==> src/atc_pkg.sv <==
// Shared types, widths and constants of the ADC thermistor temperature converter.
// Holds the item tag, the result kind codes, the register indexes and the ln table.
// No dependencies.
package atc_pkg;

    localparam int CODE_BITS = 24;
    localparam int FRAC_BITS = 8;

    localparam int ADC_W  = 32;
    localparam int MUX_W  = 16;
    localparam int STAT_W = 8;
    localparam int CFG_W  = 16;
    localparam int OUT_W  = 24;
    localparam int C_W    = 24;   // code scaled to 24 bits
    localparam int LN_W   = 21;   // ln of a 24-bit value in Q16
    localparam int L_W    = 23;   // signed log ratio in Q16
    localparam int CQ_W   = 40;   // signed Celsius value in Q24

    localparam int MID_LAT = 7;   // tag delay depth, from the decode register to the Q24 Celsius value

    localparam int LN2_Q16  = 45426;
    localparam int LN_K_Q16 = -85445;
    localparam int OUT_MAX  = (1 << (OUT_W - 1)) - 1;
    localparam int OUT_MIN  = -(1 << (OUT_W - 1));

    localparam logic [1:0] CFG_STATUS    = 2'd0;
    localparam logic [1:0] CFG_THERM_MUX = 2'd1;
    localparam logic [1:0] CFG_INT_MUX   = 2'd2;

    typedef enum logic [2:0] {
        KIND_INVALID  = 3'd0,
        KIND_STALE    = 3'd1,
        KIND_THERM    = 3'd2,
        KIND_INTERNAL = 3'd3,
        KIND_UNKNOWN  = 3'd4,
        KIND_DOMAIN   = 3'd5
    } t_kind;

    typedef struct packed {
        logic  valid;
        t_kind kind;
    } t_tag;

    // ln(1 + k/16) in Q16 for k = 0..16.
    function automatic logic [15:0] ln_frac(input logic [4:0] idx);
        logic [15:0] v;
        case (idx)
            5'd0:    v = 16'd0;
            5'd1:    v = 16'd3973;
            5'd2:    v = 16'd7719;
            5'd3:    v = 16'd11262;
            5'd4:    v = 16'd14624;
            5'd5:    v = 16'd17821;
            5'd6:    v = 16'd20870;
            5'd7:    v = 16'd23783;
            5'd8:    v = 16'd26573;
            5'd9:    v = 16'd29248;
            5'd10:   v = 16'd31818;
            5'd11:   v = 16'd34292;
            5'd12:   v = 16'd36675;
            5'd13:   v = 16'd38975;
            5'd14:   v = 16'd41196;
            5'd15:   v = 16'd43345;
            5'd16:   v = 16'd45426;
            default: v = 16'd0;
        endcase
        return v;
    endfunction

endpackage

==> src/atc_ln.sv <==
// Three-stage natural logarithm in Q16 of a 24-bit unsigned value.
// Normalize, table lookup with interpolation product, then sum.
// Depends on atc_pkg.
module atc_ln
    import atc_pkg::*;
(
    input  logic            i_clk,
    input  logic [C_W-1:0]  i_n,
    output logic [LN_W-1:0] o_ln
);

    logic [4:0]      n_e;
    logic [C_W-1:0]  n_sh;
    logic [4:0]      r_e;
    logic [3:0]      r_idx;
    logic [18:0]     r_rem;

    logic [15:0]     n_t0;
    logic [15:0]     n_t1;
    logic [11:0]     n_diff;
    logic [30:0]     n_prod;
    logic [LN_W-1:0] n_base;
    logic [30:0]     r_prod;
    logic [LN_W-1:0] r_base;
    logic [LN_W-1:0] r_ln;

    // Leading one position and normalized mantissa.
    always_comb begin
        n_e = '0;
        for (int i = 0; i < C_W; i++) begin
            if (i_n[i]) begin
                n_e = 5'(i);
            end
        end
        n_sh = i_n << (5'(C_W - 1) - n_e);
    end

    always_ff @(posedge i_clk) begin
        r_e   <= n_e;
        r_idx <= n_sh[C_W-2:C_W-5];
        r_rem <= n_sh[18:0];
    end

    always_comb begin
        n_t0   = ln_frac({1'b0, r_idx});
        n_t1   = ln_frac({1'b0, r_idx} + 5'd1);
        n_diff = 12'(n_t1 - n_t0);
        n_prod = 31'(n_diff) * 31'(r_rem);
        n_base = LN_W'(r_e) * LN_W'(LN2_Q16) + LN_W'(n_t0);
    end

    always_ff @(posedge i_clk) begin
        r_prod <= n_prod;
        r_base <= n_base;
        r_ln   <= r_base + LN_W'(r_prod[30:19]);
    end

    assign o_ln = r_ln;

endmodule

==> config.mk <==
export PLATFORM = sky130hd
export DESIGN_NAME = atc_ln
export DESIGN_NICKNAME = d
export VERILOG_FILES = /design/src/atc_pkg.sv /design/src/atc_ln.sv
export SDC_FILE = /design/constraint.sdc
export NUM_CORES = 1
export LEC_CHECK = 0
export BUFFER_PORTS_ARGS = -buffer_cell sky130_fd_sc_hd__buf_2
export CORE_UTILIZATION = 25
export CTS_CLUSTER_DIAMETER = 40
export CTS_CLUSTER_SIZE = 24
export DETAILED_ROUTE_END_ITERATION = 8
export GPL_TIMING_DRIVEN = 0
export SLEW_MARGIN = 20
export SYNTH_ARGS = -nofsm -noshare
export SYNTH_HDL_FRONTEND = slang
export SYNTH_SLANG_ARGS = --single-unit
==> constraint.sdc <==
create_clock -name i_clk -period 18.6 [get_ports i_clk]
set_input_delay 3.72 -clock i_clk [delete_from_list [all_inputs] [get_ports i_clk]]
set_output_delay 3.72 -clock i_clk [all_outputs]
set_load 0.1 [all_outputs]
# Word-level counts from Yosys, hierarchy flattened
# Memory sizes are Yosys's and may differ from the RTL's. A register that Yosys moved wholly into a read port is not among the register bits.
# Index checks and enable logic that the tools add are counted.
# word_totals
memories	2
ff_bits	101
mem_bits_ro	768
out_inout_bits	21
elab_cells	39
# memory_table
memory	words	width	read_ports	rd_ports_with_merged_regs	write_ports	line_no	source
(no name shown)	32	16	1	0	0	atc_pkg.sv:47	case (idx)
(no name shown)	16	16	1	1	0	atc_pkg.sv:47	
# classes
addsub	5
shifts	1
n_mul	2
muxes	23
# ops
operator	count
5-bit 2-to-1 mux	22
12-bit by 19-bit multiplier with 31-bit output	1
24-bit by 5-bit << shifter with 23-bit output	1
21-bit by 12-bit adder with 21-bit output	1
21-bit by 16-bit adder with 21-bit output	1
5-bit by 15-bit multiplier with 20-bit output, second input constant	1
12-bit subtractor	1
4-bit by 1-bit adder with 5-bit output, second input constant	1
5-bit subtractor, first input constant	1
1-bit 2-to-1 mux	1

# Logic depth before layout (Yosys ltp)
# depth
depth_word	25
depth_mapped	41
mapped_depth_nobuf	40

# Least setup slack after synthesis
# OpenSTA, ideal clock, no wires.
# synth_timing
path_kind	register -> register
start	register r_idx[1]
end	register r_prod[30]
path_stages_with_launch	37
path_slack_ns	9.755
setup_time_ns	0.123
period_less_slack_ns	8.845
required_time_ns	18.477
arrival_ns	8.722
path_cell_list	dfxtp_1 ha_1 inv_1 ha_1 clkbuf_1 a21oi_1 a211oi_1 a211oi_1 ha_1 nor2b_1 o21ai_0 a21boi_1 o21ai_0 a21boi_1 o21ai_0 a21boi_0 or4_1 nand3_1 clkbuf_1 nand2_1 fa_1 fa_1 inv_1 fa_1 fa_1 fa_1 ha_1 a2111oi_0 nand2_1 a2111o_1 o21bai_1 o311ai_1 a41oi_1 o21ai_1 nor4_1 nor3_1 xnor2_1
# synth_via
elab_chain_cells	4
# synth_rtl
element	line_no	source
from (decl)	atc_ln.sv:15	logic [3:0] r_idx;
from (signal assigned)	atc_ln.sv:40	r_idx <= n_sh[C_W-2:C_W-5];
4-bit by 1-bit adder with 5-bit output	atc_ln.sv:46	n_t1 = ln_frac({1'b0, r_idx} + 5'd1);
memory read 32 x 16 bit	--	
12-bit subtractor	atc_ln.sv:47	n_diff = 12'(n_t1 - n_t0);
12-bit by 19-bit multiplier with 31-bit output	atc_ln.sv:48	n_prod = 31'(n_diff) * 31'(r_rem);
via n_prod[30]	atc_ln.sv:21	logic [30:0] n_prod;
to (signal assigned)	atc_ln.sv:53	r_prod <= n_prod;
to (decl)	atc_ln.sv:23	logic [30:0] r_prod;
# The timed path passes the listed nets, and every way through them passes these cells.

# Worst setup path after layout
# Ends and elaborated chain as after synthesis.

==> run metrics <==
M2 GR Usage 0.220; global-route track usage on met3 0.0119; Top cell by count, worst path fa_1; synth top area cells fa_1 (25%), dfxtp_1 (14%), ha_1 (13%); Yosys top cell by area fa_1; max_cap viols 0; Routed WL per cell 14.3 µm; Slowest Stage Delay on Critical Path 0.94 ns; I/O pin count 46; Final min period 11.34 ns; area grow syn2layout 10.1%; Netlist cell types 84; max-slew violation count 0; area share of the largest cell type after synthesis 0.254; Num CTS Buffers 9; final WL 35.0 mm; Slowest cell on crit path xor2_1; worst hold path depth 0; register area 0.00196 mm²; final setup fails 0; Post-CTS Repair Setup Buffers 0; Core Box Area 0.0555 mm²; first-pass iteration count of the detailed router 5; post-cts sizing count 0; first-pass GRT wire length 58.4 mm; Seq/Total Area, Yosys 0.138; critical path launch point type flip-flop; antenna violations before repair 0; Starting DRT DRC Count 741; clock-pin slew on the worst setup and hold paths 0.07 ns; largest net degree at the start of global routing 19; Max clock buf depth 2; Post-DP HPWL 29.2 mm; Cells after Synth 1638; Critical Path Fanout Max 11; Post-synth top cells inv_1 (268), fa_1 (180), nand2_1 (170); H-tree depth 3; Die X 240 µm; outcome complete, no violations; WHS Endpoint r_base[0]; syn avg cell area 8.65 µm²; Mapped Area 0.0142 mm²; # diodes 0; Cell Rows 86; reg2reg setup slack 7.26 ns; RePlAce Congestion 0.882; Die H 240 µm; reg-to-reg critical path startpoint r_idx[1]; number of clock sinks 98; R2R cell count 36; clk_skew 0.00936 ns; Hold Crit Class reg -> reg; fillers 5983; Total GRT Usage 0.125; layout cells sized above 1 0.0632; DR vias/cell 4.55; vias in the first global route 11600; die area 0.0576 mm²; Syn Nets 1993; hold buffers post-CTS 0; Top FF cell, synth dfxtp_1; final core occ 0.281; Antenna Nets Post-Route 0; fmax 88.2 MHz; Hold Crit Start n_t0[0]; Vias 11100; CTS tree yes; drc violations 0; flops & latches, synth 98; GRT Max-Usage Layer met2; Clk Latency, worst-skew pair 0.35 ns; multi-input logic area 0.0109 mm²; async set-reset flop share out of synthesis 0; Worst Path Required 18.87 ns; Root Buffer clkbuf_16; Final Cycle Share 0.610; Slew HR 0.183; worst reg2reg path endpoint r_prod[30]; number of flops mapped to enable cells by yosys 0; crit path DAT 11.61 ns; unrepaired setup endpoints after global routing no; Final TNS setup 0 ns; Hold Vio Cnt, Final 0; Starting Density 0.255; measured slew at the worst slew-check pin 1.22 ns; Layout Nets 2044; Setup Crit Path Kind reg -> reg; Port Buffers 40; grt ovf 0; Ys Warns 0; most frequent cell after synthesis inv_1; CP Capture Type flip-flop; GR Util met1 0.162
## layout make-up
class                           count  share of cell area
Multi-Input combinational cell   1203               0.696
Sequential cell                    98               0.126
Inverter                          275              0.0665
Tap cell                          748              0.0600
Buffer                             62              0.0200
Clock buffer                       10              0.0153
Timing Repair Buffer               40              0.0128
Clock inverter                      6             0.00361
## critical path, delay by kind of cell (launching register included)
family                   cells  cell delay, ns
adder cells (fa/ha/maj)      9            3.79
AO/OA/AOI/OAI               12            3.39
buffers and inverters        7            1.51
XOR/XNOR                     2            1.13
AND/OR/NAND/NOR              6            0.89
flip-flops                   1            0.55
## sequential cells by signal, summed over array words and instances, names as in the netlist
| signal | count |
|---|---|
| n_t0 | 16 |
| r_base | 21 |
| r_rem | 19 |
| r_e | 5 |
| r_idx | 4 |
| o_ln | 21 |
| r_prod | 12 |
## through the flow
| step | hold WS (ns) | area (µm²) | instances | worst slack [ns] |
|---|---|---|---|---|
| detailed placement | 0.395 | 15300 | 2426 | 7.45 |
| floorplan | 0.337 | 14200 | 1638 | 9.76 |
| finish | 0.401 | 15600 | 2442 | 7.26 |
| global route | 0.397 | 15600 | 2442 | 6.59 |
| global placement | 0.393 | 15300 | 2426 | 7.55 |
| CTS | 0.398 | 15600 | 2442 | 7.37 |
## layout by cell type, fill, tap and decap left out, drive strengths merged, types with 51 or more instances in the layout
| master | instances |
|---|---|
| clkbuf | 54 |
| o21ai | 51 |
| fa | 180 |
| nand2 | 171 |
| buf | 58 |
| mux2i | 57 |
| inv | 277 |
| nor2 | 103 |
| ha | 150 |
| and2 | 61 |
| dfxtp | 98 |
## worst max-delay path by stage
stage | to | depth (start not counted) | slack, ns | start
4_1_cts | r_prod[30] | 36 | 7.37 | r_idx[1]
6_report | r_prod[30] | 36 | 7.26 | r_idx[1]
3_5_place_dp | r_prod[30] | 36 | 7.45 | r_idx[1]
2_1_floorplan | r_prod[30] | 36 | 9.76 | r_idx[1]
5_1_grt | r_prod[30] | 36 | 6.59 | r_idx[1]
3_3_place_gp | r_prod[30] | 36 | 7.55 | r_idx[1]
## cell families (layout without fill, tap and decap cells)
family / Yosys count / in the layout / synth area share
adder cells (fa/ha/maj): 330 / 330 / 0.387
flip-flops: 98 / 98 / 0.138
buffers and inverters: 337 / 393 / 0.0953
AND/OR/NAND/NOR: 511 / 511 / 0.174
multiplexers: 68 / 68 / 0.0498
XOR/XNOR: 66 / 66 / 0.0408
AO/OA/AOI/OAI: 228 / 228 / 0.115
## per-layer routing
metal  vias to the layer above  routed length [µm]
met3                        39                1290
met1                      5408               15900
li1                       5404                   -
met4                         0                 558
met5                         -                   0
met2                       262               17200
Power is left out: the tool's default activity adds up to more than one toggle a clock period on the data nets, which glitch-free logic cannot reach.
