[config.mk]
export PLATFORM = sky130hd
export DESIGN_NAME = atc_int
export DESIGN_NICKNAME = d
export VERILOG_FILES = /design/src/atc_pkg.sv /design/src/atc_int.sv
export SDC_FILE = /design/constraint.sdc
export NUM_CORES = 2
export LEC_CHECK = 0
export ABC_CLOCK_PERIOD_IN_PS = 8100
export BUFFER_PORTS_ARGS = -buffer_cell sky130_fd_sc_hd__buf_2
export CAP_MARGIN = 0
export CORE_MARGIN = 10
export CORE_UTILIZATION = 29
export DETAILED_ROUTE_END_ITERATION = 8
export PLACE_DENSITY = 0.46
export SETUP_SLACK_MARGIN = 0.15
export SLEW_MARGIN = 15
export SYNTH_ARGS = -nofsm -noshare
export SYNTH_HDL_FRONTEND = slang
export SYNTH_SLANG_ARGS = --single-unit
[constraint.sdc]
create_clock -name i_clk -period 8.1 [get_ports i_clk]
set_input_delay 0.81 -clock i_clk [delete_from_list [all_inputs] [get_ports i_clk]]
set_output_delay 0.81 -clock i_clk [all_outputs]
set_load 0.01 [all_outputs]
[src/atc_pkg.sv]
// Shared types, widths and constants of the ADC thermistor temperature converter.
// Holds the item tag, the result kind codes, the register indexes and the ln table.
// No dependencies.
package atc_pkg;

    localparam int CODE_BITS = 24;
    localparam int FRAC_BITS = 8;

    localparam int ADC_W  = 32;
    localparam int MUX_W  = 16;
    localparam int STAT_W = 8;
    localparam int CFG_W  = 16;
    localparam int OUT_W  = 24;
    localparam int C_W    = 24;   // code scaled to 24 bits
    localparam int LN_W   = 21;   // ln of a 24-bit value in Q16
    localparam int L_W    = 23;   // signed log ratio in Q16
    localparam int CQ_W   = 40;   // signed Celsius value in Q24

    localparam int MID_LAT = 7;   // tag delay depth, from the decode register to the Q24 Celsius value

    localparam int LN2_Q16  = 45426;
    localparam int LN_K_Q16 = -85445;
    localparam int OUT_MAX  = (1 << (OUT_W - 1)) - 1;
    localparam int OUT_MIN  = -(1 << (OUT_W - 1));

    localparam logic [1:0] CFG_STATUS    = 2'd0;
    localparam logic [1:0] CFG_THERM_MUX = 2'd1;
    localparam logic [1:0] CFG_INT_MUX   = 2'd2;

    typedef enum logic [2:0] {
        KIND_INVALID  = 3'd0,
        KIND_STALE    = 3'd1,
        KIND_THERM    = 3'd2,
        KIND_INTERNAL = 3'd3,
        KIND_UNKNOWN  = 3'd4,
        KIND_DOMAIN   = 3'd5
    } t_kind;

    typedef struct packed {
        logic  valid;
        t_kind kind;
    } t_tag;

    // ln(1 + k/16) in Q16 for k = 0..16.
    function automatic logic [15:0] ln_frac(input logic [4:0] idx);
        logic [15:0] v;
        case (idx)
            5'd0:    v = 16'd0;
            5'd1:    v = 16'd3973;
            5'd2:    v = 16'd7719;
            5'd3:    v = 16'd11262;
            5'd4:    v = 16'd14624;
            5'd5:    v = 16'd17821;
            5'd6:    v = 16'd20870;
            5'd7:    v = 16'd23783;
            5'd8:    v = 16'd26573;
            5'd9:    v = 16'd29248;
            5'd10:   v = 16'd31818;
            5'd11:   v = 16'd34292;
            5'd12:   v = 16'd36675;
            5'd13:   v = 16'd38975;
            5'd14:   v = 16'd41196;
            5'd15:   v = 16'd43345;
            5'd16:   v = 16'd45426;
            default: v = 16'd0;
        endcase
        return v;
    endfunction

endpackage

[src/atc_int.sv]
// Seven-stage internal diode transfer: Celsius in Q24 from the signed code.
// Exact truncating division by 34375 done with reciprocal multiplies.
// Depends on atc_pkg.
module atc_int
    import atc_pkg::*;
(
    input  logic                   i_clk,
    input  logic [C_W-1:0]         i_c,
    output logic signed [CQ_W-1:0] o_cq
);

    // c * 133 * 2^24 / 137500 reduces to c * 133 * 2^22 / 34375.
    localparam int INT_GAIN  = 133;
    localparam int INT_DIV   = 34375;
    localparam int INT_WHOLE = (1 << 22) / INT_DIV;
    localparam int INT_REM   = (1 << 22) % INT_DIV;
    localparam logic [63:0] INT_M1  = ((64'd1 << 47) + 64'(INT_DIV - 1)) / 64'(INT_DIV);
    localparam logic [63:0] INT_M2  = ((64'd1 << 42) + 64'(INT_DIV - 1)) / 64'(INT_DIV);
    localparam logic [63:0] INT_OFF = (64'd267147 << 24) / 64'd1000;

    logic [C_W-1:0] n_mag;
    logic [63:0]    n_p1;
    logic [51:0]    n_p2;
    logic signed [CQ_W-1:0] n_qs;

    logic [5:0]  r_neg;
    logic [31:0] r_y;
    logic [31:0] r_y2;
    logic [15:0] r_a2;
    logic [15:0] r_a3;
    logic [15:0] r_a4;
    logic [15:0] r_a5;
    logic [15:0] r_b;
    logic [24:0] r_w;
    logic [22:0] r_g4;
    logic [22:0] r_g5;
    logic [9:0]  r_f;
    logic [37:0] r_q;
    logic signed [CQ_W-1:0] r_cq;

    always_comb begin
        n_mag = i_c[C_W-1] ? (~i_c + 1'b1) : i_c;
        n_p1  = 64'(r_y) * INT_M1;
        n_p2  = 52'(r_w) * 52'(INT_M2);
        n_qs  = CQ_W'(r_q);
    end

    always_ff @(posedge i_clk) begin
        r_neg <= {r_neg[4:0], i_c[C_W-1]};
        r_y   <= 32'(n_mag) * 32'(INT_GAIN);
        // Quotient and remainder of y by 34375.
        r_a2  <= 16'(n_p1 >> 47);
        r_y2  <= r_y;
        r_b   <= 16'(r_y2 - 32'(r_a2) * 32'(INT_DIV));
        r_a3  <= r_a2;
        // Remainder times 2^22 / 34375 splits into a whole and a fractional part.
        r_w   <= 25'(r_b) * 25'(INT_REM);
        r_g4  <= 23'(r_b) * 23'(INT_WHOLE);
        r_a4  <= r_a3;
        r_f   <= 10'(n_p2 >> 42);
        r_g5  <= r_g4;
        r_a5  <= r_a4;
        r_q   <= (38'(r_a5) << 22) + 38'(r_g5) + 38'(r_f);
        r_cq  <= r_neg[5] ? (-n_qs - CQ_W'(INT_OFF)) : (n_qs - CQ_W'(INT_OFF));
    end

    assign o_cq = r_cq;

endmodule

### Word level (Yosys, flattened, before mapping)

Index checks and enable logic that the tools add are counted.

* register bits: 290
* input bits: 25
* output and inout bits: 40
* word-level logic and storage cells: 30

* add/sub/neg operators: 7
* multiply operators: 6
* mux-type cells: 2
* bitwise gates (word level): 1

Operator list (count)
* 32-bit by 29-bit multiplier with 60-bit output (second input constant): 1
* 24-bit by 25-bit multiplier with 49-bit output (second input constant): 1
* 40-bit 2-to-1 mux: 1
* 38-bit negation with 40-bit output: 1
* 40-bit by 33-bit subtractor with 40-bit output (second input constant): 1
* 38-bit by 33-bit subtractor with 39-bit output (second input constant): 1
* 38-bit by 10-bit adder with 38-bit output: 1
* 38-bit by 23-bit adder with 38-bit output: 1
* 24-bit by 8-bit multiplier with 32-bit output (second input constant): 1
* 24-bit by 1-bit adder with 24-bit output (second input constant): 1
* 16-bit by 9-bit multiplier with 24-bit output (second input constant): 1
* 24-bit 2-to-1 mux: 1
* 24-bit NOT: 1
* 16-bit by 6-bit multiplier with 22-bit output (second input constant): 1
* 16-bit by 16-bit multiplier with 16-bit output (second input constant): 1
* 16-bit subtractor: 1

### Depth between registers and ports, before layout

* depth in word-level cells: 4
* mapped depth: 24

### Worst setup path after synthesis

OpenSTA, ideal clock, no wires.

* kind: register -> register
* from: register r_y[3]
* to: register r_a2[12]
* library setup time: 0.127 ns
* arrival: 6.677 ns
* required time: 7.973 ns
* setup slack: 1.296 ns
* cell stages (with the launch flop): 25
* period minus slack after synthesis: 6.804 ns
* cells stage by stage: dfxtp_1 > inv_1 > fa_1 > inv_1 > fa_1 > fa_1 > fa_1 > fa_1 > inv_1 > fa_1 > inv_1 > fa_1 > inv_1 > fa_1 > inv_1 > ha_1 > a21oi_1 > o21ai_0 > a221oi_1 > o21ai_0 > nand3_1 > a31oi_1 > a41oi_1 > o21ai_0 > xor2_1

* word-level cells in the longest chain between the ends: 1

RTL lines
* start: declaration: RTL line atc_int.sv:27 `logic [31:0] r_y;`
* start signal: assignment: RTL line atc_int.sv:50 `r_y <= 32'(n_mag) * 32'(INT_GAIN);`
* 32-bit by 29-bit multiplier with 60-bit output: RTL line atc_int.sv:43 `n_p1 = 64'(r_y) * INT_M1;`
* net n_p1[59]: RTL line atc_int.sv:22 `logic [63:0] n_p1;`
* end signal: assignment: RTL line atc_int.sv:52 `r_a2 <= 16'(n_p1 >> 47);`
* end: declaration: RTL line atc_int.sv:29 `logic [15:0] r_a2;`

The timed path passes the listed nets, and every way through them passes these cells.

### Worst setup path after layout

Ends and elaborated chain as after synthesis.

==> impl_metrics.csv <==
group,metric,value,unit
outcome,status,"finished, final reports clean",
cells_and_area,final_nets,4696,
critical_path,startpoint_type,"flip-flop",
critical_path,cp.required,8.54,ns
drt,routed_via_density,4.485,
floorplanning,die_h,363.4,um
placement,placed_cells,4884,
drt,drc,0,
cells_and_area,fin_cells,4947,
placement,hpwlAfterDp,62210,um
cells_and_area,area.growth.synth_to_final,10.09,%
clock_tree,htreeDepth,2,
critical_path,path_max_fanout,9,
synthesis,syn-cell-area,34210,um2
timing,clock.fmax,137.3,MHz
synthesis,synth_seq_area_share,16.80,%
timing,drv_slew,0,
clock_tree,clk_pin_slew,0.06,ns
cells_and_area,drive_gt1_share,5.492,%
min_path,hold_class,"reg -> reg",
synthesis,synth_edf_count,0,
critical_path,r2r_slack,0.82,ns
floorplanning,coreArea,116700,um2
timing,fin_crit_sh,89.89,%
cells_and_area,diodes,0,
clock_tree,max-clock-path-buffers,3,
critical_path,worst_ep_arrival_time,7.72,ns
global_routing,grt-ovfl-total,0,
clock_tree,cts_tree,"yes",
critical_path,cp-startpoint,"r_y[3]",
timing,setup_viol,0,
critical_path,worstSetupPathType,"reg -> reg",
critical_path,cp-end-kind,"flip-flop",
floorplanning,die_w,363.4,um
clock_tree,clock_sinks,287,
timing,fin_setup_tns,0,ns
floorplanning,io_pins,65,
timing,timing.final.ws_setup,0.8188,ns
global_routing,grt_pass1_vias,23380,
critical_path,regToRegStartpoint,"r_y[3]",
timing,tightest_slew,1.006,ns
clock_tree,cts_made_buffers,36,
synthesis,synth.distinct_cells,85,
floorplanning,rows,125,
clock_tree,clock_latency,0.58,ns
drt,routedWlPerCell,14.79,um
drt,totalWireLength,73170,um
timing,slew_headroom,32.80,%
global_routing,antenna_found_initial,0,
clock_tree,ctsHoldBuffers,0,
synthesis,ys_seq_elements,287,
drt,vias,22190,
timing,grt_setup_unrepaired,"no",
floorplanning,die_area,132100,um2
global_routing,grt_pass1_wl,122700,um
clock_tree,post_cts_buffers,0,
timing,hold_violations,0,
drt,drtPass1Iterations,5,
placement,portBuffers,64,
global_routing,track_usage,11.38,%
synthesis,ys.flop_type,"dfxtp_1",
global_routing,grt_max_degree,45,
job,max_cap_viol_count,0,
drt,drtIter0Drc,843,
placement,place_ws,0.7331,ns
synthesis,syn_inst,3308,
drt,ant_nets,0,
floorplanning,initial_utilization,29.32,%
clock_tree,cts_resized,0,
cells_and_area,fillCellCount,12030,
min_path,min-delay-start,"r_a4[2]",
synthesis,async_flop_share,0,%
timing,final.setup_skew,0.04000,ns
synthesis,yosysWarnings,0,
placement,place_congestion,0.8045,
clock_tree,cts_root_buf,"clkbuf_16",
timing,min_period,7.281,ns
synthesis,syn-num-nets,4606,
synthesis,avgSynthCellArea,10.34,um2
-- synthesized netlist by cell type (all sizes together), types with 13 or more instances --
master / count / area [um2]
and2: 13 / 82.58
a21oi: 124 / 624.4
nor2b: 32 / 200.2
and3: 22 / 137.6
o21ai: 108 / 540.5
nor2: 122 / 460.5
o211ai: 17 / 127.6
xnor2: 138 / 1209
nor3: 35 / 175.2
ha: 850 / 10640
a21o: 29 / 217.7
a211oi: 17 / 127.6
a31oi: 16 / 100.1
nand4: 19 / 118.9
nand3: 51 / 255.2
inv: 587 / 2203
o21a: 20 / 150.1
xor2: 38 / 332.8
nand2: 115 / 434.2
clkbuf: 34 / 127.6
dfxtp: 287 / 5746
nor4: 16 / 112.6
fa: 423 / 8468
-- worst max-delay path: stages, from the launching register on --
cell and delay (ns):
dfxtp_1 0.31, buf_4 0.18, inv_1 0.13, fa_1 0.54, inv_1 0.05, fa_1 0.50
fa_1 0.57, fa_1 0.44, fa_1 0.51, inv_1 0.05, fa_1 0.52, inv_1 0.05
fa_1 0.52, inv_1 0.05, fa_1 0.49, inv_1 0.04, ha_1 0.32, a21oi_1 0.13
o21ai_0 0.11, a221oi_1 0.28, o21ai_0 0.22, nand3_1 0.16, a31oi_1 0.09, buf_4 0.16
a41oi_1 0.39, o21ai_0 0.18, xor2_1 0.16
-- cells in the final DEF, fill, tap and decap left out, types with 6 or more instances in the layout --
master and instances:
nand3_1 51, a21oi_1 123, inv_1 587, nor4_1 14, nor4b_1 8, ha_1 850
a221oi_1 11, nor2_1 121, nand4_1 19, nand2_1 114, buf_2 64, nand2b_1 10
o41ai_1 6, dfxtp_1 287, a21o_1 29, nor3_1 35, a211oi_1 17, xnor2_1 138
clkinv_2 7, fa_1 423, o211ai_1 17, o21ai_1 6, or2_2 6, o21bai_1 9
a21boi_0 6, or3_1 7, xor2_1 38, buf_4 30, clkbuf_16 36, and3_1 22
and2_1 12, o22ai_1 7, nor2b_1 32, o21a_1 20, o21ai_0 102, a31oi_1 16
a2111oi_0 6, nor3b_1 8, mux2i_1 10
-- sequential cells by signal, indices dropped and copies added, names as in the netlist, 21 cells and up --
register	flops
o_cq	40
r_q	38
r_y	32
r_g4	22
r_g5	22
r_w	21
-- routing by layer --
metal  GRT usage [%]  up-vias  share of wire, %
met5               0        -                 0
met4           1.866        0               1.3
met3           1.441       52               2.8
met2           19.04      203                46
met1           15.77    10650                50
li1                -    11280                 -
-- final cells by class --
cell class | count | area (um2) | area share, %
flip-flops and latches | 287 | 5746 | 15.26
clock buffers | 45 | 974.7 | 2.588
well taps | 1524 | 1907 | 5.064
multi-input cells | 2390 | 26080 | 69.26
clock inverters | 18 | 188.9 | 0.5017
repair buffers | 94 | 545.5 | 1.449
inverters | 589 | 2216 | 5.885
-- path summary, 6_finish.rpt --
kind / depth (start not counted) / end
max: 26 / r_a2[12]
min: 0 / r_a5[2]
max reg2reg: 26 / r_a2[12]
min reg2reg: 0 / r_a5[2]
-- kinds of logic after synthesis --
family	count (synthesis)	share of synthesized area [%]
buf+inv	631	6.961
simple gates	483	7.085
mux	11	0.3256
xor+xnor	176	4.507
flops	287	16.80
fa+ha+maj	1273	55.85
compound gates	447	8.475
-- through the flow --
step | hold slack (ns) | util, % | instance area (um2)
global route | 0.3126 | 32.27 | 37660
floorplan | 0.3096 | - | 34210
global placement | 0.3100 | 31.28 | 36490
CTS | 0.3058 | 32.27 | 37660
detailed placement | 0.3121 | 31.28 | 36490
finish | 0.3085 | 32.27 | 37660
Power is left out: the tool's default activity adds up to more than one toggle a clock period on the data nets, which glitch-free logic cannot reach.
