[config.mk]
export PLATFORM = sky130hd
export DESIGN_NAME = atc_tscale
export DESIGN_NICKNAME = d
export VERILOG_FILES = /design/src/atc_pkg.sv /design/src/atc_tscale.sv
export SDC_FILE = /design/constraint.sdc
export NUM_CORES = 1
export LEC_CHECK = 0
export BUFFER_PORTS_ARGS = -buffer_cell sky130_fd_sc_hd__buf_2
export CAP_MARGIN = 30
export CORE_ASPECT_RATIO = 0.5
export CORE_MARGIN = 1.5
export CORE_UTILIZATION = 34
export CTS_BUF_LIST = sky130_fd_sc_hd__clkbuf_4
export DETAILED_ROUTE_END_ITERATION = 16
export MAX_ROUTING_LAYER = met4
export PLACE_DENSITY_LB_ADDON = 0.2
export SLEW_MARGIN = 10
export SYNTH_ARGS = -nofsm -noshare
export SYNTH_HDL_FRONTEND = slang
export SYNTH_SLANG_ARGS = --single-unit
[constraint.sdc]
create_clock -name i_clk -period 7.5 [get_ports i_clk]
set_input_delay 0.375 -clock i_clk [delete_from_list [all_inputs] [get_ports i_clk]]
set_output_delay 0.375 -clock i_clk [all_outputs]
set_load 0.01 [all_outputs]
[src/atc_pkg.sv]
// Shared types, widths and constants of the ADC thermistor temperature converter.
// Holds the item tag, the result kind codes, the register indexes and the ln table.
// No dependencies.
package atc_pkg;

    localparam int CODE_BITS = 24;
    localparam int FRAC_BITS = 8;

    localparam int ADC_W  = 32;
    localparam int MUX_W  = 16;
    localparam int STAT_W = 8;
    localparam int CFG_W  = 16;
    localparam int OUT_W  = 24;
    localparam int C_W    = 24;   // code scaled to 24 bits
    localparam int LN_W   = 21;   // ln of a 24-bit value in Q16
    localparam int L_W    = 23;   // signed log ratio in Q16
    localparam int CQ_W   = 40;   // signed Celsius value in Q24

    localparam int MID_LAT = 7;   // tag delay depth, from the decode register to the Q24 Celsius value

    localparam int LN2_Q16  = 45426;
    localparam int LN_K_Q16 = -85445;
    localparam int OUT_MAX  = (1 << (OUT_W - 1)) - 1;
    localparam int OUT_MIN  = -(1 << (OUT_W - 1));

    localparam logic [1:0] CFG_STATUS    = 2'd0;
    localparam logic [1:0] CFG_THERM_MUX = 2'd1;
    localparam logic [1:0] CFG_INT_MUX   = 2'd2;

    typedef enum logic [2:0] {
        KIND_INVALID  = 3'd0,
        KIND_STALE    = 3'd1,
        KIND_THERM    = 3'd2,
        KIND_INTERNAL = 3'd3,
        KIND_UNKNOWN  = 3'd4,
        KIND_DOMAIN   = 3'd5
    } t_kind;

    typedef struct packed {
        logic  valid;
        t_kind kind;
    } t_tag;

    // ln(1 + k/16) in Q16 for k = 0..16.
    function automatic logic [15:0] ln_frac(input logic [4:0] idx);
        logic [15:0] v;
        case (idx)
            5'd0:    v = 16'd0;
            5'd1:    v = 16'd3973;
            5'd2:    v = 16'd7719;
            5'd3:    v = 16'd11262;
            5'd4:    v = 16'd14624;
            5'd5:    v = 16'd17821;
            5'd6:    v = 16'd20870;
            5'd7:    v = 16'd23783;
            5'd8:    v = 16'd26573;
            5'd9:    v = 16'd29248;
            5'd10:   v = 16'd31818;
            5'd11:   v = 16'd34292;
            5'd12:   v = 16'd36675;
            5'd13:   v = 16'd38975;
            5'd14:   v = 16'd41196;
            5'd15:   v = 16'd43345;
            5'd16:   v = 16'd45426;
            default: v = 16'd0;
        endcase
        return v;
    endfunction

endpackage

[src/atc_tscale.sv]
// Four-stage thermistor scaling: Celsius in Q24 from the two logarithms.
// Computes -(L * 2403 * 256) / 100 truncated, with L the log of the divider ratio.
// Depends on atc_pkg.
module atc_tscale
    import atc_pkg::*;
(
    input  logic                   i_clk,
    input  logic [LN_W-1:0]        i_lnc,
    input  logic [LN_W-1:0]        i_lnd,
    output logic signed [CQ_W-1:0] o_cq
);

    // 2403 * 256 / 100 reduces to 153792 / 25 = 6151 + 17 / 25.
    localparam int THERM_NUM   = 2403 * 256 / 4;
    localparam int THERM_DEN   = 25;
    localparam int THERM_WHOLE = THERM_NUM / THERM_DEN;
    localparam int THERM_REM   = THERM_NUM % THERM_DEN;
    localparam logic [51:0] THERM_M = ((52'd1 << 30) + 52'(THERM_DEN - 1)) / 52'(THERM_DEN);

    logic signed [L_W-1:0] n_l;
    logic [LN_W-1:0]       n_mag;
    logic [51:0]           n_pr;
    logic [34:0]           n_q;

    logic [2:0]      r_pos;
    logic [LN_W-1:0] r_mag;
    logic [33:0]     r_p1;
    logic [33:0]     r_p1b;
    logic [25:0]     r_p2;
    logic [21:0]     r_f;
    logic signed [CQ_W-1:0] r_cq;

    always_comb begin
        n_l   = L_W'(LN_K_Q16) + L_W'(i_lnc) - L_W'(i_lnd);
        n_mag = LN_W'(n_l[L_W-1] ? -n_l : n_l);
        n_pr  = 52'(r_p2) * THERM_M;
        n_q   = 35'(r_p1b) + 35'(r_f);
    end

    // The result is positive when the log ratio is negative.
    always_ff @(posedge i_clk) begin
        r_pos <= {r_pos[1:0], n_l[L_W-1]};
        r_mag <= n_mag;
        r_p1  <= 34'(r_mag) * 34'(THERM_WHOLE);
        r_p2  <= 26'(r_mag) * 26'(THERM_REM);
        r_f   <= 22'(n_pr >> 30);
        r_p1b <= r_p1;
        r_cq  <= r_pos[2] ? signed'(CQ_W'(n_q)) : -signed'(CQ_W'(n_q));
    end

    assign o_cq = r_cq;

endmodule

# Word level (Yosys, flattened, before mapping)
# Cells that the tools add are included.
[op_classes]
n_addsub = 5
n_mul = 3
div = 0
magnitude_cmp = 0
n_eq_ne = 0
n_shift = 0
muxes = 2
bitwise_logic = 0
n_reduce_logical = 0
[op_table]
columns = ["op", "count"]
rows = [
  ["26-bit by 26-bit multiplier with 52-bit output (second input constant)", 1],
  ["35-bit negation with 40-bit output", 1],
  ["34-bit by 22-bit adder with 35-bit output", 1],
  ["35-bit two-way mux", 1],
  ["21-bit by 13-bit multiplier with 34-bit output (second input constant)", 1],
  ["21-bit by 5-bit multiplier with 26-bit output (second input constant)", 1],
  ["18-bit by 22-bit adder with 23-bit output (first input constant)", 1],
  ["23-bit by 21-bit subtractor with 23-bit output", 1],
  ["21-bit two-way mux", 1],
  ["21-bit negation", 1],
]
[word_totals]
ff_bits = 180
latch_bits = 0
mem_bits_rw = 0
mem_bits_ro = 0
input_bits = 43
word_cells = 18
mem_count = 0

# Logic depth before layout (Yosys ltp)
# Gate-level depths: netlist of the first run.
[logic_depth]
ltp_word = 4
depth_mapped = 25
ltp_nobuf = 25

# Worst setup path after synthesis of the first run
# Ideal clock, no wire load.
[synth_timing]
kind = "flip-flop to flip-flop"
start = "register r_p2[8]"
end = "register r_f[21]"
setup_time_ps = 72
arrival_ps = 6414
required_time_ps = 7428
path_slack_ps = 1014
path_stages_with_launch = 26
path_buffers = 0
cell_sequence = "dfxtp_1 ha_1 inv_1 fa_1 inv_1 fa_1 inv_1 fa_1 inv_1 fa_1 fa_1 inv_1 fa_1 inv_1 ha_1 o21ai_0 o21ai_0 a221o_1 a22o_1 o2111ai_1 a21oi_1 o211ai_1 o21ai_0 or3_1 a31oi_1 xnor2_1"
[synth_between]
elab_chain_len = 1
[synth_rtl]
columns = ["item", "line", "rtl"]
rows = [
  ["from (decl)", "atc_tscale.sv:29", "logic [25:0] r_p2;"],
  ["from (signal assigned)", "atc_tscale.sv:45", "r_p2 <= 26'(r_mag) * 26'(THERM_REM);"],
  ["26-bit by 26-bit multiplier with 52-bit output", "atc_tscale.sv:36", "n_pr = 52'(r_p2) * THERM_M;"],
  ["net n_pr[51]", "atc_tscale.sv:22", "logic [51:0] n_pr;"],
  ["to (signal assigned)", "atc_tscale.sv:46", "r_f <= 22'(n_pr >> 30);"],
  ["to (decl)", "atc_tscale.sv:30", "logic [21:0] r_f;"],
]
# The timed path passes the listed nets, and every way through them passes these cells.
# A chain may end at the register's enable or synchronous reset.

# Worst setup path in the final report of the first run
# Ends and elaborated chain as after synthesis.

==> out/results.txt, run 1 <==
Flip-flop cell with the highest count after synthesis: dfxtp_1. STA classifies the critical path endpoint as a register. The insertion delay of the later-clocked pin in the worst-skew pair is 0.66 ns.

The net count reported at finish is 3400, and the final worst clock skew is 0.0294 ns. The logs give 8.09 ns for the data required time at the worst endpoint and 16411 for the via count of the first global-routing pass. Post-CTS timing repair inserted 0 buffers for setup. Row count: 67. The final layout contains routed wiring with a total length of 55.0 mm.

The class of the tightest hold or removal check is input pin to register. The H-tree was split into 4 levels. The synthesized design contains 0 enable-type register cells.

After clock tree synthesis, the clock-pin slew on the worst setup and hold paths is 0.18 ns. Of all flip-flops after synthesis, the portion carrying an async set or reset was 0%. The first global-routing pass estimated 88.6 mm of wire. The tools report the total I/O pin count as 83. Setup slack on the critical path of the routed design comes to 0.457 ns. Reg-to-reg startpoint: r_p2[8]$_DFF_P_.

The share of final-layout standard cells stronger than drive strength 1 came out at 6.77%. The logs give 0.892 for the last weighted congestion value of the routability-driven placer and 76 for the distinct cell type count after synthesis. Entering global routing, the biggest net connects 38 pins. For the number of standard cells in the layout, taps in and fillers out, the log shows 3452.

The number of vias per cell after detailed routing is 4.66, and the total grt overflow is 0. The flow ran to the end, and the final reports show no timing, DRC or antenna violations. After layout, the minimum clock period comes to 7.04 ns. The slew at the pin closest to its max-slew limit was 0.757 ns.

The run gives 0.0676 mm2 as the area of the core. The final clock period utilization by the worst path works out to 93.9%. STA puts the critical path data arrival time at 7.63 ns. The initial utilization of the core area, before any placement, comes to 34.7%.

Setup repair after global routing left no endpoint under its margin. TritonCTS built the clock tree. TritonCTS created 17 clock buffers. The die covers 0.0707 mm2. The biggest fanout along the worst timing path works out to 7.

The startpoint of the lowest-slack hold path is i_lnc[1]. Summing every instance area after synthesis gives 0.0235 mm2. Leaving out fill and tap cells, the most frequent cell in the layout is inv_1.

STA classifies the critical path startpoint as a register. On the worst path, the slowest cell contributes a delay of 0.55 ns. The slowest stage of the critical path is the fa_1 cell. After synthesis, flip-flops and latches occupy 15.3% of the total area. The number of vias after detailed routing is 16077, and the cell count after synthesis is 2425.

In the layout the commonest cells are inv_1, ha_1, fa_1, dfxtp_1, xnor2_1. The first detailed-routing pass ran for 5 iterations. No sink is reached through more buffers than the 2 on the longest clock path.

In this run the horizontal extent of the chip is 375 um. The residual DRC count is 0, and the number of port buffers is 82. Prior to clock tree synthesis, the placed netlist has a worst setup slack of 0.455 ns.

The tools report the final hold violation count as 0. The logs give 0 ns for the aggregate negative setup slack and 179 for the count of clock tree sinks. Setup violations remaining at the end of the flow were counted as 0. For the global-route total usage across every layer, the log shows 16.5%. Dividing the synthesized area by the synthesized cell count gives 9.68 um2. From bottom edge to top edge, the die measures 189 um.

For the number of slew-limit violations in the final report, the log shows 0. The critical path is of the register to register type. The instance count after placement with tap cells included was 3417. The worst pin sits at a relative slew slack of 48.9%. Synthesis inferred 179 register bits. Dividing the detail-routed wire length by the instance count gives 15.9 um. Tracing the worst setup path back leads to its startpoint at r_p2[8]$_DFF_P_. Area growth from synthesis to layout: 8.71%. The logs give 3284 for the number of nets produced by synthesis and 0.142 GHz for the maximum clock rate. The run gives 631 as the number of DRC violations after detailed-routing iteration 0. Once detailed placement completed, the half-perimeter wirelength came to 49.1 mm. The run gives 1 as the initial antenna violation count. The layout has 6851 filler cells.

Clock tree synthesis selected as its root buffer the cell clkbuf_4. Number of max-capacitance violations reported: 0. The number of warnings issued by yosys is 0, and the number of nets still failing antenna checks after routing is 0.
## state kept, by name, summed over array words and instances, names as in the netlist
name / flops
o_cq: 40
r_p1b: 34
r_p1: 33
r_p2: 26
r_f: 22
r_mag: 21
r_pos: 3
## worst max-delay path, delay by kind of cell (launching register included)
kind	cells	cell delay [ns]
flip-flops	1	0.42
AO/OA/AOI/OAI	9	1.97
buffers and inverters	7	0.49
XOR/XNOR	1	0.13
adder cells (fa/ha/maj)	8	3.64
AND/OR/NAND/NOR	1	0.32
## metrics by stage
step	hold WS (ns)	util, %	area, um2
floorplan	0.310	-	23500
global placement	0.313	37.2	25100
detailed placement	0.312	37.2	25100
CTS	0.193	37.7	25500
global route	0.270	37.8	25500
finish	0.278	37.8	25500
## cells in the mapped netlist, types with 3 or more instances
cell type    n  area share (%)
o21bai_1    15            0.48
o211ai_1    11            0.35
o21ai_0     53             1.1
a21oi_1     96             2.0
o41ai_1      5            0.19
and2_1       4            0.11
nor3_1      31            0.66
ha_1       535              29
or2_2        7            0.19
a2111oi_0    3            0.11
a21boi_0     7            0.22
nand3_1     26            0.55
o2111ai_1    6            0.22
inv_1      619             9.9
o21ai_1      3           0.064
o31ai_1      6            0.19
clkbuf_1    10            0.16
buf_1        4           0.064
nand4_1      5            0.13
xnor2_1    119             4.4
and3_1      18            0.48
nor2_1      87             1.4
and4_1       4            0.15
a31oi_1     19            0.51
a211oi_1    15            0.48
a21o_1      43             1.4
fa_1       281              24
nand2_1     56            0.90
a41oi_1      3            0.11
o21a_1      17            0.54
nor2b_1     27            0.72
dfxtp_1    179              15
nor3b_1      3           0.096
xor2_1      39             1.5
or3_1        9            0.24
nand2b_1     6            0.16
nor4_1       4            0.11
## metal layers
metal	wire, um	global-route usage [%]	vias to the layer above
met1	28700	23.8	7820
met4	568	2.88	0
met2	24600	25.4	142
met3	1090	1.60	32
li1	-	-	8083
met5	0	-	-
## final cells by class
| type | instances | area [um2] | share of cell area (%) |
|---|---|---|---|
| inverter | 619 | 2320 | 9.11 |
| sequential | 179 | 3590 | 14.1 |
| antenna | 1 | 2.50 | 0.00981 |
| tap | 897 | 1120 | 4.40 |
| timing repair buffer | 113 | 648 | 2.54 |
| clock inverter | 15 | 203 | 0.795 |
| clock buffer | 17 | 128 | 0.500 |
| multi-input combinational | 1611 | 17500 | 68.6 |
## logic make-up (layout without fill, tap and decap cells)
| logic type | after synthesis | after routing | synth area share, % |
|---|---|---|---|
| compound gates | 334 | 334 | 9.45 |
| xor+xnor | 158 | 158 | 5.90 |
| fa+ha+maj | 816 | 816 | 52.5 |
| buf+inv | 635 | 764 | 10.2 |
| flops | 179 | 179 | 15.3 |
| mux | 2 | 2 | 0.0907 |
| other cells | 0 | 1 | 0 |
| simple gates | 301 | 301 | 6.61 |
## final timing paths
path	to	slack, ns	depth (start not counted)
max	r_f[21]$_DFF_P_	0.46	26
min	r_mag[1]$_DFF_P_	0.28	5
max reg2reg	r_f[21]$_DFF_P_	0.46	26
min reg2reg	r_p1b[23]$_DFF_P_	0.34	0
## repair_timing
action,4_1_cts,5_1_grt
hold endpoints to repair,1,0
resized for setup,0,4
hold buffers,2,0
setup endpoints to repair,0,2
Power of run 1 is not shown: default switching activity piles up to over one toggle a cycle in this logic, so the estimate is an artifact.
==> run 2, diff against run 1 <==
TNS_END_PERCENT = 100   (was not set)
clock period = 6.29 ns   (was 7.5 ns; I/O delays follow)
==> run 2 against run 1 <==
Against the previous run:
- the run now ends with setup timing left
- sequential share of layout area fell by 0.71 points
- sequential cell count did not move
- final cell count rose by 3.6%
- clock skew fell by 0.0081 ns
- global-route usage rose by 0.73 points
- via count rose by 2.3%
- worst hold slack got worse by 0.066 ns
- critical path depth fell by 3
- largest cell class unchanged
==> out/results.txt, run 2 (synthesis results as in run 1) <==
The run finished, with violations left. The final reports fail on setup timing. Insertion delay of the later-clocked pin in the worst-skew pair: 0.68 ns (+0.02 ns).

For the total grt overflow, the log shows 0 (unchanged). The tightest hold margin came out at 0.212 ns (-0.0658 ns). The run gives 0 (unchanged) as the residual DRC count.

The tools report the row count as 67 (unchanged). Data required time at the worst endpoint: 6.91 ns (-1.18 ns). The run gives 26.2% (+0.84 points) as the met2 track demand over resource.

Setup repair after global routing could not meet its margin everywhere. The tools report the worst setup slack after layout as -0.129 ns (-0.586 ns). Area growth from synthesis to layout: 15.9%. The total I/O pin count is 83 (unchanged). The number of fillers in the final layout came out at 6777 (-1.1%). The flip-flop count of the largest register after layout is 40 (unchanged), and the H-tree depth is 4 (unchanged). The maximum clock rate was 0.156 GHz (+9.7%). TritonCTS built the clock tree. The clock slew at the register clock pins of the worst setup and hold paths is 0.19 ns (about the same). The width of the die is 375 um (unchanged), and the number of vias after detailed routing is 16447 (+2.3%). The arrival time at the worst endpoint is 7.04 ns (-0.59 ns), and the number of port buffers is 82 (unchanged). The number of max-capacitance violations reported came out at 0 (unchanged). In the layout the commonest cells are inv_1, ha_1, fa_1, dfxtp_1, buf_4. The logs give 2 (unchanged) for the number of buffers on the longest clock path and 4 (-1) for the count of TritonRoute iterations in the first routing pass.

The count of clock tree sinks came out at 179 (unchanged). The most utilized layer in the global route result is met2. Leaving out fill and tap cells, the most frequent cell in the layout is inv_1. The logs give 92.1 mm (+4.0%) for the global-route wire length before repair and 17 (unchanged) for the total clock buffers created by CTS. The tools report the overall die area as 0.0707 mm2 (unchanged). Critical path class: register to register. The maximum number of pins on one net before global-route repair is 38 (unchanged). The net count reported at finish was 3523 (+3.6%); the number of slew-limit violations in the final report was 0 (unchanged). The final clock period utilization by the worst path is 102% (+8.2 points), and the number of nets still failing antenna checks after routing is 0 (unchanged).

The setup-violating endpoint count in the final report is 4 (+4). The slew at the pin closest to its max-slew limit was 0.785 ns (+0.0273 ns). The run gives 47.0% (-1.8 points) as the worst slew slack as a fraction of its limit. The total wire length was 57.1 mm (+3.9%); the number of vias per cell after detailed routing was 4.60 (-1.3%).

The min-delay analysis places its worst path in the category input pin to register. The estimated wirelength of the detail-placed design is 50.8 mm (+3.6%), and the last weighted congestion value of the routability-driven placer is 0.885 (-0.77%). The number of DRC violations after detailed-routing iteration 0 is 769 (+22%), and the die extent in y is 189 um (unchanged). Biggest fanout along the worst timing path: 5 (-2). Met3 track utilization from global routing: 1.69% (+0.091 points). The CTS root buffer is clkbuf_4. The share of final-layout standard cells stronger than drive strength 1 works out to 15.7% (+8.9 points).

The initial antenna violation count is 1 (unchanged). The final worst clock skew is 0.0213 ns (-0.00807 ns), and the area of the core is 0.0676 mm2 (unchanged). The routed wirelength normalized by instance count came out at 16.0 um (+0.30%). The shortest clock period the worst path allows after layout is 6.42 ns (-0.624 ns). Effective utilization at floorplan: 34.7% (unchanged). The logs give 17.3% (+0.73 points) for the global-route total usage across every layer and 0 (unchanged) for the final hold violation count. The met1 track demand over resource is 25.2% (+1.4 points).

Critical path endpoint category: a register. The via count of the first global-routing pass came out at 16727 (+1.9%). The category of the worst setup path launch point was a register.
## run 2: cell count changes in the layout (fill, tap and decap cells not counted), moves of 13 or more
cell / delta
inv_2: +27
ha_4: +32
fa_1: -15
inv_1: -29
dfxtp_1: -13
ha_1: -38
buf_4: +110
fa_2: +15
## run 2: routing by layer
layer / up-vias / routed length [um] / share of wire, %
met1: 7925 / 29800 / 52
li1: 8330 / - / -
met4: 0 / 592 / 1.0
met3: 28 / 1250 / 2.2
met2: 164 / 25600 / 45
met5: - / 0 / 0
## run 2: final timing paths
path,startpoint,to,slack (ns),cells past startpoint
worst min register to register,r_p1[10]$_DFF_P_,r_p1b[10]$_DFF_P_,0.33,0
worst min-delay path,i_lnd[2],r_mag[2]$_DFF_P_,0.21,4
worst max-delay path,r_p2[8]$_DFF_P_,r_f[21]$_DFF_P_,-0.13,23
worst max register to register,r_p2[8]$_DFF_P_,r_f[21]$_DFF_P_,-0.13,23
## run 2: critical path, stage by stage (launching register included)
cell and delay, ns:
dfxtp_4 0.41, buf_8 0.15, buf_6 0.12, fa_2 0.55, ha_4 0.13, fa_1 0.44, fa_1 0.52, fa_1 0.52
fa_1 0.49, inv_1 0.05, fa_1 0.49, inv_2 0.05, ha_4 0.21, o21ai_2 0.13, a21oi_2 0.07, a221o_1 0.36
a22o_4 0.25, o2111ai_4 0.25, a21oi_2 0.10, o211ai_1 0.25, o21ai_1 0.12, or3_1 0.32, a31oi_1 0.21, xnor2_1 0.13
## run 2: timing repair
| item | in CTS | in global routing |
|---|---|---|
| setup endpoints to repair | 16 | 14 |
| resized for setup | 106 | 53 |
| endpoints found under the hold margin | 1 | 0 |
| pin swaps | 96 | 43 |
| buffers inserted | 14 | 7 |
| hold buffers | 2 | 0 |
## run 2: cell type report
cell class	count	area (um2)	share of cell area (%)
Clock inverter	15	209	0.768
Timing Repair Buffer	236	1640	6.04
Inverter	619	2330	8.56
Multi-Input combinational cell	1611	18100	66.7
Clock buffer	17	128	0.469
Sequential cell	179	3630	13.4
Tap cell	897	1120	4.13
Antenna cell	3	7.51	0.0276
## run 2: stage by stage
step                      setup TNS, ns  instances  worst slack, ns  util, %  cell area (um2)
after floorplan                       0       2425          0.00544        -            23500
after global placement            -3.51       3519           -0.430     38.4            26000
after detailed placement          -3.51       3519           -0.414     38.4            26000
after CTS                        -0.486       3567           -0.171     39.8            26900
after global routing              -1.99       3575           -0.388     40.2            27200
final                            -0.352       3577           -0.129     40.3            27200
Power of run 2 is left out for the same reason.
